File: src/hw/rtl/ppm_pkg.sv
`timescale 1ns / 1ps
`default_nettype none
package ppm_pkg;
   localparam int CFG_WIDTH = 13;
   localparam int NUM_LANES = 4;
   localparam int LEVEL_WIDTH = 16;
   localparam int DAC_WIDTH = 12;
   localparam int CFG_INDEX_WIDTH = 3;

   localparam logic [CFG_INDEX_WIDTH-1:0] REG_APPS_MIN     = 3'd0;
   localparam logic [CFG_INDEX_WIDTH-1:0] REG_APPS_MAX     = 3'd1;
   localparam logic [CFG_INDEX_WIDTH-1:0] REG_BRAKE_MIN    = 3'd2;
   localparam logic [CFG_INDEX_WIDTH-1:0] REG_BRAKE_MAX    = 3'd3;
   localparam logic [CFG_INDEX_WIDTH-1:0] REG_AGREE_LIMIT  = 3'd4;
   localparam logic [CFG_INDEX_WIDTH-1:0] REG_APPS_LATCH   = 3'd5;
   localparam logic [CFG_INDEX_WIDTH-1:0] REG_BRAKE_LATCH  = 3'd6;
   localparam logic [CFG_INDEX_WIDTH-1:0] REG_APPS_REST    = 3'd7;

   typedef struct packed {
      logic [CFG_WIDTH-1:0] agreement_limit;
      logic [CFG_WIDTH-1:0] apps_latch_level;
      logic [CFG_WIDTH-1:0] brake_latch_level;
      logic [CFG_WIDTH-1:0] apps_rest_level;
      logic                 apps_bad_cal;
      logic                 brake_bad_cal;
   } merge_cfg_type;
endpackage
`default_nettype wire

File: src/hw/rtl/ppm_lane.sv
`timescale 1ns / 1ps
`default_nettype none
// one normalising lane: restoring division, one quotient bit per cycle
module ppm_lane #(
   parameter int ADC_WIDTH = 12,
   parameter int FRAC_BITS = 12
) (
   input  wire logic                              clock,
   input  wire logic                              reset,
   input  wire logic                              start,
   input  wire logic [ADC_WIDTH-1:0]              raw,
   input  wire logic [ppm_pkg::CFG_WIDTH-1:0]     lo,
   input  wire logic [ppm_pkg::CFG_WIDTH-1:0]     hi,
   output logic                                   done,
   output logic signed [ppm_pkg::LEVEL_WIDTH-1:0] level
);
   localparam int CW = ppm_pkg::CFG_WIDTH;
   localparam int MW = (ADC_WIDTH > CW ? ADC_WIDTH : CW) + 1;
   localparam int NW = MW + FRAC_BITS;
   localparam int SW = CW + 1;
   localparam int CNT_W = $clog2(NW + 1);
   localparam int LW = ppm_pkg::LEVEL_WIDTH;

   logic [NW-1:0]    quo_ff, quo_in;
   logic [SW:0]      rem_ff, rem_in;
   logic [CW-1:0]    span_ff, span_in;
   logic             neg_ff, neg_in;
   logic             zero_ff, zero_in;
   logic [CNT_W-1:0] cnt_ff, cnt_in;
   logic             busy_ff, busy_in;
   logic             done_ff, done_in;

   logic signed [MW:0] diff;
   logic [MW-1:0]      mag;
   logic [SW:0]        trial;
   logic [NW-1:0]      q_neg;
   logic signed [NW:0] q_signed;

   always_comb begin
      diff = $signed({1'b0, {(MW - ADC_WIDTH){1'b0}}, raw})
           - $signed({1'b0, {(MW - CW){1'b0}}, lo});
      mag = diff[MW] ? MW'(-diff) : diff[MW-1:0];
      trial = {rem_ff[SW-1:0], quo_ff[NW-1]};
      quo_in = quo_ff;
      rem_in = rem_ff;
      span_in = span_ff;
      neg_in = neg_ff;
      zero_in = zero_ff;
      cnt_in = cnt_ff;
      busy_in = busy_ff;
      done_in = 1'b0;
      if (start) begin
         quo_in = {mag, {FRAC_BITS{1'b0}}};
         rem_in = '0;
         span_in = hi - lo;
         neg_in = diff[MW];
         zero_in = (hi <= lo);
         cnt_in = '0;
         busy_in = 1'b1;
      end else if (busy_ff) begin
         if (trial >= {2'b00, span_ff}) begin
            rem_in = trial - {2'b00, span_ff};
            quo_in = {quo_ff[NW-2:0], 1'b1};
         end else begin
            rem_in = trial;
            quo_in = {quo_ff[NW-2:0], 1'b0};
         end
         cnt_in = cnt_ff + 1'b1;
         if (cnt_ff == CNT_W'(NW - 1)) begin
            busy_in = 1'b0;
            done_in = 1'b1;
         end
      end
   end

   always_ff @(posedge clock) begin
      quo_ff <= quo_in;
      rem_ff <= rem_in;
      span_ff <= span_in;
      neg_ff <= neg_in;
      zero_ff <= zero_in;
      cnt_ff <= cnt_in;
      if (reset) begin
         busy_ff <= 1'b0;
         done_ff <= 1'b0;
      end else begin
         busy_ff <= busy_in;
         done_ff <= done_in;
      end
   end

   always_comb begin
      q_neg = -quo_ff;
      q_signed = neg_ff ? $signed({q_neg[NW-1] | (quo_ff != '0), q_neg})
                        : $signed({1'b0, quo_ff});
      if (zero_ff)
         level = '0;
      else if (q_signed > $signed((NW+1)'(32767)))
         level = LW'(32767);
      else if (q_signed < -$signed((NW+1)'(32768)))
         level = {1'b1, {(LW-1){1'b0}}};
      else
         level = q_signed[LW-1:0];
   end
   assign done = done_ff;
endmodule
`default_nettype wire

File: src/hw/rtl/ppm_merge.sv
`timescale 1ns / 1ps
`default_nettype none
// combines the four lane levels into fault flags and the dac code
module ppm_merge #(
   parameter int FRAC_BITS = 12
) (
   input  wire logic                                    clock,
   input  wire logic                                    reset,
   input  wire logic                                    start,
   input  wire ppm_pkg::merge_cfg_type                  cfg,
   input  wire logic signed [ppm_pkg::LEVEL_WIDTH-1:0]  apps1,
   input  wire logic signed [ppm_pkg::LEVEL_WIDTH-1:0]  apps2,
   input  wire logic signed [ppm_pkg::LEVEL_WIDTH-1:0]  front,
   input  wire logic signed [ppm_pkg::LEVEL_WIDTH-1:0]  rear,
   output logic                                         done,
   output logic [ppm_pkg::DAC_WIDTH-1:0]                throttle_code,
   output logic                                         throttle_enable,
   output logic signed [ppm_pkg::LEVEL_WIDTH-1:0]       apps1_level,
   output logic                                         agreement_fault,
   output logic                                         latch_fault,
   output logic                                         range_fault,
   output logic                                         range_fault_sticky
);
   localparam int LW = ppm_pkg::LEVEL_WIDTH;
   localparam int PW = LW + 2 + FRAC_BITS + 1;
   localparam longint ONE_Q = longint'(1) << FRAC_BITS;
   localparam longint RANGE_LO = -((ONE_Q + 5) / 10);
   localparam longint RANGE_HI = (11 * ONE_Q + 5) / 10;
   localparam int DW = ppm_pkg::DAC_WIDTH;

   // stage one: products registered, stage two: compare and latch
   logic signed [PW-1:0] lhs_ff, rhs_ff;
   logic                 ne_ff, range_ff, step_ff;
   logic signed [LW:0]   d;
   logic signed [LW:0]   s;
   logic                 oor;
   logic                 latch_ff, latch_in;
   logic                 seen_ff;
   logic                 agree;
   logic signed [LW-1:0] front_ff;
   logic [DW-1:0]        code;

   function automatic logic out_of_range(input logic signed [LW-1:0] v);
      out_of_range = ($signed(32'(v)) <= 32'(RANGE_LO)) || ($signed(32'(v)) >= 32'(RANGE_HI));
   endfunction

   always_comb begin
      d = (apps1 > apps2) ? (LW+1)'(apps1) - (LW+1)'(apps2) : (LW+1)'(apps2) - (LW+1)'(apps1);
      s = (LW+1)'(apps1) + (LW+1)'(apps2);
      oor = cfg.apps_bad_cal | cfg.brake_bad_cal | out_of_range(apps1)
          | out_of_range(apps2) | out_of_range(front) | out_of_range(rear);
   end

   always_ff @(posedge clock) begin
      lhs_ff <= PW'(d) <<< (FRAC_BITS + 1);
      rhs_ff <= $signed({1'b0, cfg.agreement_limit}) * PW'(s);
      ne_ff <= apps1 != apps2;
      range_ff <= oor;
      apps1_level <= apps1;
      if (reset) step_ff <= 1'b0;
      else step_ff <= start;
   end

   always_comb begin
      agree = ne_ff && (lhs_ff >= rhs_ff);
      latch_in = latch_ff;
      if ((apps1_level > $signed({4'b0, cfg.apps_latch_level}))
          && (front_ff > $signed({4'b0, cfg.brake_latch_level})))
         latch_in = 1'b1;
      else if (latch_ff && (apps1_level < $signed({4'b0, cfg.apps_rest_level})))
         latch_in = 1'b0;
   end

   always_ff @(posedge clock) front_ff <= front;

   always_comb begin
      if (apps1_level < 0) code = '0;
      else if (apps1_level > $signed(LW'(4095))) code = {DW{1'b1}};
      else code = apps1_level[DW-1:0];
   end

   always_ff @(posedge clock) begin
      if (reset) begin
         latch_ff <= 1'b0;
         seen_ff <= 1'b0;
         done <= 1'b0;
      end else begin
         done <= step_ff;
         if (step_ff) begin
            latch_ff <= latch_in;
            seen_ff <= seen_ff | range_ff;
         end
      end
      if (step_ff) begin
         agreement_fault <= agree;
         range_fault <= range_ff;
         throttle_enable <= !(range_ff || agree || latch_in);
         throttle_code <= (range_ff || agree || latch_in) ? '0 : code;
      end
   end
   assign latch_fault = latch_ff;
   assign range_fault_sticky = seen_ff;
endmodule
`default_nettype wire

File: src/hw/rtl/pedal_plausibility_monitor.sv
`timescale 1ns / 1ps
`default_nettype none
// a req word runs through the bit-serial divider in each lane, then the two merge stages,
// and the result is registered into the rsp word
// one req word at a time: the next req word waits until the rsp word has been taken
// reset: synchronous, restores calibration defaults and clears latch and sticky flag
module pedal_plausibility_monitor #(
   parameter int ADC_WIDTH = 12,
   parameter int FRAC_BITS = 12
) (
   input  wire logic                 clock,
   input  wire logic                 reset,
   input  wire logic                 req_tvalid,
   output logic                      req_tready,
   // apps1_raw, apps2_raw, front_brake_raw, rear_brake_raw
   input  wire logic [((4*ADC_WIDTH+7)/8)*8-1:0] req_tdata,
   output logic                      rsp_tvalid,
   input  wire logic                 rsp_tready,
   // throttle_code, throttle_enable, apps1_level, agreement_fault, latch_fault,
   // range_fault, range_fault_sticky
   output logic [39:0]               rsp_tdata,
   input  wire logic                 csr_valid,
   output logic                      csr_ready,
   input  wire logic [2:0]           csr_index,
   input  wire logic [12:0]          csr_data
);
   localparam int CW = ppm_pkg::CFG_WIDTH;
   localparam int LW = ppm_pkg::LEVEL_WIDTH;

   logic [CW-1:0] cfg_ff [8];
   logic busy_ff;
   logic rsp_valid_ff;
   logic [39:0] rsp_data_ff;
   logic start;
   logic [3:0] lane_done;
   logic signed [LW-1:0] lvl [4];
   logic merge_done;
   ppm_pkg::merge_cfg_type mcfg;
   logic [11:0] t_code;
   logic t_en, a_f, l_f, r_f, r_s;
   logic signed [LW-1:0] a_lvl;

   assign req_tready = !busy_ff && !rsp_valid_ff;
   assign start = req_tvalid && req_tready;
   assign csr_ready = 1'b1;

   always_ff @(posedge clock) begin
      if (reset) begin
         cfg_ff[ppm_pkg::REG_APPS_MIN] <= 13'd1241;
         cfg_ff[ppm_pkg::REG_APPS_MAX] <= 13'd2482;
         cfg_ff[ppm_pkg::REG_BRAKE_MIN] <= 13'd0;
         cfg_ff[ppm_pkg::REG_BRAKE_MAX] <= 13'd4096;
         cfg_ff[ppm_pkg::REG_AGREE_LIMIT] <= 13'd819;
         cfg_ff[ppm_pkg::REG_APPS_LATCH] <= 13'd1638;
         cfg_ff[ppm_pkg::REG_BRAKE_LATCH] <= 13'd410;
         cfg_ff[ppm_pkg::REG_APPS_REST] <= 13'd1229;
      end else if (csr_valid) begin
         cfg_ff[csr_index] <= csr_data;
      end
   end

   genvar g;
   for (g = 0; g < 4; g++) begin : g_lane
      ppm_lane #(.ADC_WIDTH(ADC_WIDTH), .FRAC_BITS(FRAC_BITS)) u_lane (
         .clock(clock), .reset(reset), .start(start),
         .raw(req_tdata[g*ADC_WIDTH +: ADC_WIDTH]),
         .lo(g < 2 ? cfg_ff[ppm_pkg::REG_APPS_MIN] : cfg_ff[ppm_pkg::REG_BRAKE_MIN]),
         .hi(g < 2 ? cfg_ff[ppm_pkg::REG_APPS_MAX] : cfg_ff[ppm_pkg::REG_BRAKE_MAX]),
         .done(lane_done[g]), .level(lvl[g]));
   end

   always_comb begin
      mcfg.agreement_limit = cfg_ff[ppm_pkg::REG_AGREE_LIMIT];
      mcfg.apps_latch_level = cfg_ff[ppm_pkg::REG_APPS_LATCH];
      mcfg.brake_latch_level = cfg_ff[ppm_pkg::REG_BRAKE_LATCH];
      mcfg.apps_rest_level = cfg_ff[ppm_pkg::REG_APPS_REST];
      mcfg.apps_bad_cal = cfg_ff[ppm_pkg::REG_APPS_MAX] <= cfg_ff[ppm_pkg::REG_APPS_MIN];
      mcfg.brake_bad_cal = cfg_ff[ppm_pkg::REG_BRAKE_MAX] <= cfg_ff[ppm_pkg::REG_BRAKE_MIN];
   end

   ppm_merge #(.FRAC_BITS(FRAC_BITS)) u_merge (
      .clock(clock), .reset(reset), .start(&lane_done), .cfg(mcfg),
      .apps1(lvl[0]), .apps2(lvl[1]), .front(lvl[2]), .rear(lvl[3]),
      .done(merge_done), .throttle_code(t_code), .throttle_enable(t_en),
      .apps1_level(a_lvl), .agreement_fault(a_f), .latch_fault(l_f),
      .range_fault(r_f), .range_fault_sticky(r_s));

   always_ff @(posedge clock) begin
      if (reset) begin
         busy_ff <= 1'b0;
         rsp_valid_ff <= 1'b0;
      end else begin
         if (start) busy_ff <= 1'b1;
         else if (merge_done) busy_ff <= 1'b0;
         if (merge_done) rsp_valid_ff <= 1'b1;
         else if (rsp_tready) rsp_valid_ff <= 1'b0;
      end
      if (merge_done)
         rsp_data_ff <= {7'd0, r_s, r_f, l_f, a_f, a_lvl, t_en, t_code};
   end

   assign rsp_tvalid = rsp_valid_ff;
   assign rsp_tdata = rsp_data_ff;
endmodule
`default_nettype wire

File: config.mk
export PLATFORM = sky130hd
export DESIGN_NAME = pedal_plausibility_monitor
export DESIGN_NICKNAME = d
export VERILOG_FILES = /design/src/hw/rtl/ppm_pkg.sv /design/src/hw/rtl/ppm_lane.sv /design/src/hw/rtl/ppm_merge.sv /design/src/hw/rtl/pedal_plausibility_monitor.sv
export SDC_FILE = /design/constraint.sdc
export NUM_CORES = 2
export LEC_CHECK = 0
export BUFFER_PORTS_ARGS = -buffer_cell sky130_fd_sc_hd__buf_2
export CORE_MARGIN = 4
export CORE_UTILIZATION = 60
export DETAILED_ROUTE_END_ITERATION = 12
export PLACE_DENSITY_LB_ADDON = 0.08
export SYNTH_ARGS = -nofsm -noshare
export SYNTH_HDL_FRONTEND = slang
export SYNTH_SLANG_ARGS = --single-unit
File: constraint.sdc
create_clock -name clock -period 12.6 [get_ports clock]
set_clock_uncertainty 0.15 [all_clocks]
set_input_delay 2.52 -clock clock [delete_from_list [all_inputs] [get_ports clock]]
set_output_delay 2.52 -clock clock [all_outputs]
set_load 0.05 [all_outputs]
Yosys cells after proc, flatten, opt, wreduce, memory -nomap -nowiden. Memories as Yosys holds them, arrays and structs flattened. Cells that the tools add are included.

Add/subtract/negate cells: 25. Multipliers: 1. Divide/modulo/power cells: 0. Magnitude comparators: 29. Equality and inequality tests: 5. Shift-type cells: 0. Mux-type cells: 68. Bitwise operators: 14. Reductions and logical operators: 31.

Operators with widths (number): 26-bit 2-to-1 mux (8); 16-bit 2-to-1 mux (12); 14-bit 2-to-1 mux (8); 27-bit by 16-bit > comparator with 1-bit output (second input constant) (4); 27-bit by 16-bit < comparator with 1-bit output (second input constant) (4); 27-bit 2-to-1 mux (4); 26-bit negator (4); 26-bit nonzero test (4); 16-bit by 14-bit >= comparator with 1-bit output (second input constant) (4); 16-bit by 10-bit less-or-equal comparator with 1-bit output (second input constant) (4); 15-bit by 13-bit >= comparator with 1-bit output (4); 14-bit negator (4); 12-bit by 13-bit subtractor with 14-bit output (4); 14-bit by 13-bit subtractor with 14-bit output (4); 16-bit by 16-bit subtractor with 17-bit output (2); 16-bit by 14-bit > comparator with 1-bit output (2); 1-bit 2-to-1 mux (32); 30-bit by 31-bit >= comparator with 1-bit output (1); 14-bit by 17-bit multiplier with 31-bit output (1); 13-bit less-or-equal comparator (2); 13-bit subtractor (2); 5-bit by 1-bit adder with 5-bit output (second input constant) (4); 5-bit equality test (second input constant) (4); 16-bit by 16-bit adder with 17-bit output (1); other kinds (19) (50).

Register bits after elaboration: 356. Latch bits: 0. Memory bits (writable): 104. Bits in read-only memories: 0. Output and inout bits: 43. Logic and storage cells: 223. Memories kept: 1.

Memories: cfg_ff (depth 8, bits a word 13, rd ports 8, clocked after Yosys merged registers in 0, write ports 8, line pedal_plausibility_monitor.sv:30) `logic [CW-1:0] cfg_ff [8];`.

Longest topological paths before layout.
Depth in word-level cells: 13. Depth in mapped cells: 47. Gate-level depth less buffers: 44.

Cells and area by module. Synthesis repeated with hierarchy kept, for this count alone.

Cells, all modules: 4645. Area, all modules: 42475.7 µm².

By module, submodules not included: ppm_lane at g_lane[0].u_lane ... (instances 3, cells an instance 629, area each 5340.1 µm², seq. area each 1531.5 µm²); ppm_merge (instances 1, cells an instance 1688, area each 15056.9 µm², seq. area each 2172.1 µm²); pedal_plausibility_monitor (instances 1, cells an instance 383, area each 5745.5 µm², seq. area each 4154.0 µm²); ppm_lane at g_lane[1].u_lane (instances 1, cells an instance 687, area each 5652.9 µm², seq. area each 1531.5 µm²).

Least setup slack after synthesis. Ideal clock, no wire load.

Kind: flip-flop to flip-flop. Start: reg g_lane[1].u_lane.quo_ff[8]. End: reg u_merge.rhs_ff[28]. Setup time: 72 ps. Arrival: 10401 ps. Setup slack: 1977 ps. Cell stages (with the launch flop): 46. Path buffers: 4. Period minus slack after synthesis: 10623 ps. Cells stage by stage: dfxtp_1 buf_6 or4_1 buf_2 or4_4 o21ai_1 a31oi_1 a2111o_1 o31ai_2 nand2_1 clkbuf_1 nor2_1 a21oi_1 inv_1 ha_1 inv_1 a21oi_1 or4_1 (+10 left out) inv_1 fa_1 inv_1 fa_1 inv_1 fa_1 inv_1 ha_1 nand2_1 o31ai_1 a2111oi_0 o31ai_1 o21ai_0 o31ai_1 o31ai_1 o2111ai_1 a21oi_1 xnor2_1.

Word-level cells in the longest chain between the ends: 9. Elaborated cells on any way between the ends: 11. Those cells by class: 2 x add/sub; 1 x mul; 2 x order compare; 4 x mux; 1 x bitwise; 1 x reduce/logical.

Ends and longest elaborated chain: start, declared (line ppm_lane.sv:24) `logic [NW-1:0] quo_ff, quo_in;`; start signal, assigned (line ppm_lane.sv:77) `quo_ff <= quo_in;`; 26-bit negator / 26-bit nonzero test (equally long branches) (line ppm_lane.sv:93, ppm_lane.sv:94); 1-bit bitwise OR (line ppm_lane.sv:94) `q_signed = neg_ff ? $signed({q_neg[NW-1] | (quo_ff != '0), q_neg})`; 27-bit 2-to-1 mux (*) (line ppm_lane.sv:94); 27-bit by 16-bit < comparator with 1-bit output (line ppm_lane.sv:100) `else if (q_signed < -$signed((NW+1)'(32768)))`; 16-bit 2-to-1 mux (line ppm_lane.sv:100); 16-bit 2-to-1 mux (*) (line ppm_lane.sv:98) `else if (q_signed > $signed((NW+1)'(32767)))`; 16-bit 2-to-1 mux (*) (line ppm_lane.sv:96) `if (zero_ff)`; 16-bit by 16-bit adder with 17-bit output (*) (line ppm_merge.sv:49) `s = (LW+1)'(apps1) + (LW+1)'(apps2);`; 14-bit by 17-bit multiplier with 31-bit output (*) (line ppm_merge.sv:56) `rhs_ff <= $signed({1'b0, cfg.agreement_limit}) * PW'(s);`; end signal, assigned (line ppm_merge.sv:56); end, declared (line ppm_merge.sv:32) `logic signed [PW-1:0] lhs_ff, rhs_ff;`.

Mark *: on every way between the ends. The rest lies on a longest branch, timed or not. A chain may end at the register's enable or synchronous reset.

Worst setup path in the final report.
Start: reg g_lane[1].u_lane.quo_ff[0]. End: reg u_merge.rhs_ff[28].

Same word-level chain as after synthesis.

==> results.py <==
metrics = {
    "placed_design": {
        "gp_congestion": 0.908,
        "dp.final_hpwl_mm": 74.7,
        "io_buffers": 103,
        "post-place-cells": 5184,
        "place_ws_ns": 0.637,
    },
    "routing": {
        "drt_wl_total_mm": 97.2,
        "num_vias": 30384,
        "wirelength_met1_mm": 42.9,
        "routedWlPerCell_microns": 18.4,
        "drt_pass1_iterations": 7,
        "drt_iter0_markers": 2241,
        "wl_met2_mm": 46.1,
        "drt-vias-per-instance": 5.75,
        "route.detailed.drc": 0,
        "drtAntennaViolNets": 0,
        "route.met3.wl_mm": 5.01,
        "top_layer": "met4",
    },
    "setup_path": {
        "rr_endpoint": "u_merge.rhs_ff[28]",
        "startpoint_type": "flip-flop",
        "crit_family": "adder cells",
        "worstRegToRegCells": 44,
        "arrival_ns": 12.39,
        "cpMaxStageDelayCell": "a2111oi_1",
        "crit_fanout": 13,
        "slowest_delay_ns": 0.70,
        "cp_common_cell": "inv_1",
        "crit_path_end_kind": "flip-flop",
        "cp.required_ns": 12.99,
        "cp_num_buf_inv": 10,
        "r2r_slack_ns": 0.60,
        "criticalPathCategory": "reg -> reg",
        "r2r-start": "g_lane[1].u_lane.quo_ff[0]",
    },
    "timing": {
        "min_period_over_period_pct": 95.2,
        "relSlewSlack_pct": 29.5,
        "finalWorstSetupSlack_ns": 0.602,
        "setup_tns_ns": 0,
        "hold_viol": 0,
        "worst_slew_pin_slew_ns": 1.05,
        "slew_violations": 0,
        "fmax_mhz": 83.3,
        "layout_min_cycle_time_ns": 12.00,
        "setup_viol": 0,
    },
    "power_and_ir_drop": {
        "power_uw": 10300,
        "ir_drop_mv": 0.519,
        "leakagePower_uw": 0.0185,
        "power.density_nw_per_um2": 248,
    },
    "hold_path": {
        "hold_depth": 0,
        "hold_path_class": "reg -> reg",
        "min_from": "u_merge.throttle_code[0]",
        "worstHoldEndpoint": "rsp_tdata[0]",
    },
    "clock_tree": {
        "clock_sinks": 460,
        "cts_max_level": 2,
        "root_buffer": "clkbuf_16",
        "clock_path_buffers": 3,
        "cts_tree": "done",
        "cts.clk_slew.worst_paths_ns": 0.06,
        "cts_setup_buffers": 0,
        "cts_buffers": 51,
        "insertion_delay_ns": 0.62,
    },
    "synthesis": {
        "yosys_warnings": 0,
        "syn_avg_cell_area_sq_um": 8.86,
        "async_flop_share_pct": 0,
        "synth_seq_cells": 460,
        "synth_edf_count": 240,
        "synthDistinctLibCells": 92,
        "netlist_instances": 4370,
        "ys.flop_type": "edfxtp_1",
        "seq_area_frac_synth_pct": 30.0,
        "syn_area_sq_um": 38700,
    },
    "layout": {
        "final_core_util_pct": 65.6,
        "drive_above_1_share_pct": 7.04,
        "syn_to_final_growth_pct": 7.62,
        "nets": 5008,
        "stdcell_count": 5284,
    },
    "global_routing": {
        "grt_pass1_vias": 29763,
        "antenna_found_initial": 10,
        "grt_max_degree": 42,
        "grt_pass1_wl_mm": 156,
        "track_usage_pct": 28.3,
        "grt_overflow": 0,
    },
    "die": {
        "pin_count": 112,
        "fp.dieW_microns": 262,
        "num_rows": 92,
        "dieArea_sq_um": 68700,
        "fp.coreArea_sq_um": 63500,
        "fp.dieH_microns": 262,
        "start_util_pct": 61.0,
    },
    "run": {
        "maxCapViolations": 0,
    },
    "outcome": {
        "status": "complete, no violations",
    },
}
-- registers in the layout, summed over array words and instances (netlist names), 2 cells and up --
signal,cells
rsp_tdata,33
u_merge.apps1_level,16
cfg_ff,104
g_lane.u_lane.done,4
g_lane.u_lane.span_ff,26
g_lane.u_lane.zero_ff,2
g_lane.u_lane.cnt_ff,20
g_lane.u_lane.quo_ff,104
u_merge.throttle_code,12
u_merge.front_ff,16
g_lane.u_lane.neg_ff,4
u_merge.rhs_ff,31
u_merge.lhs_ff,17
g_lane.u_lane.rem_ff,56
g_lane.u_lane.busy_ff,4
-- cell type report --
type | instances | area [sq um]
Timing Repair Buffer | 141 | 801
Clock inverter | 28 | 293
Fill cell | 5322 | 21900
Sequential cell | 460 | 11600
Multi-Input combinational cell | 3171 | 24300
Antenna cell | 4 | 10.0
Inverter | 566 | 2130
Clock buffer | 68 | 1480
Tap cell | 846 | 1060
-- report_power, final --
part           switching, uW  internal (uW)  total, uW
registers                144           1870       2010
clock network            648            899       1550
logic                   3810           2950       6760
-- cells in the mapped netlist, drive strengths merged, types with 43 or more instances --
cell,count,area (sq um)
a21oi,169,846
mux2i,106,1060
fa,222,4440
edfxtp,240,7210
and2,177,1110
nand2,397,1490
a21boi,43,323
nor4,44,288
xor2,84,743
nor2b,57,357
or3,79,494
inv,563,2110
a21o,60,450
nand3,60,300
ha,326,4080
clkbuf,148,557
xnor2,160,1400
nor2,338,1270
nand4,43,269
dfxtp,220,4400
o21ai,270,1360
nor3,89,445
-- cells by family (layout without fill, tap and decap cells) --
group	after synthesis	in the layout	share of synthesized area, %
multiplexers	122	122	3.20
flip-flops	460	460	30.0
AND/OR/NAND/NOR	1457	1457	18.8
other	2	12	0.0194
adder cells (fa/ha/maj)	548	548	22.0
XOR/XNOR	244	244	5.54
AO/OA/AOI/OAI	792	792	13.0
buffers and inverters	745	803	7.41
-- repair_timing --
action | 4_1_cts | 5_1_grt
resized for setup | 0 | 3
hold buffers | 0 | 0
endpoints found under the setup margin | 0 | 5
-- stage by stage --
step | instance area [sq um] | hold slack [ns]
after floorplan | 38800 | 0.250
after global placement | 39900 | 0.252
after detailed placement | 39900 | 0.255
after CTS | 41700 | 0.268
after global routing | 41700 | 0.275
final | 41700 | 0.267
-- layout by cell type, fill, tap and decap left out, types with 13 or more instances in the layout --
master and instances:
inv_1 558, nand2_1 396, nor2_1 338, ha_1 326
o21ai_0 263, edfxtp_1 240, fa_1 222, dfxtp_1 219
and2_1 177, a21oi_1 169, xnor2_1 160, mux2i_1 106
buf_2 103, nor3_1 89, xor2_1 83, or3_1 79
nand3_1 60, a21o_1 60, nor2b_1 57, clkbuf_16 53
nand4_1 43, nor4_1 42, a21boi_0 42, buf_4 38
nand2b_1 37, nor3b_1 35, o21a_1 35, o31ai_1 31
or4_1 21, or2_2 21, o22ai_1 17, and3_1 16
mux2_2 16, a31oi_1 15, a211oi_1 14, o21bai_1 14
o211ai_1 13, a32oi_1 13
-- worst max-delay path by stage --
stage	startpoint	to	slack [ns]	cells after the start
after global routing	g_lane[1].u_lane.quo_ff[0]	u_merge.rhs_ff[26]	-0.02	45
after floorplan	g_lane[1].u_lane.quo_ff[8]	u_merge.rhs_ff[28]	1.98	45
after detailed placement	g_lane[1].u_lane.quo_ff[0]	u_merge.rhs_ff[30]	0.64	45
after global placement	g_lane[1].u_lane.quo_ff[0]	u_merge.rhs_ff[26]	0.86	45
after CTS	g_lane[1].u_lane.quo_ff[0]	u_merge.rhs_ff[28]	0.61	44
final	g_lane[1].u_lane.quo_ff[0]	u_merge.rhs_ff[28]	0.60	44
-- routing by layer --
layer,vias to the layer above,GRT usage [%]
met5,-,0
met4,0,9.28
met3,182,2.88
met2,805,47.7
met1,14526,38.5
li1,14871,-
Power figures use the tool's default switching activity.
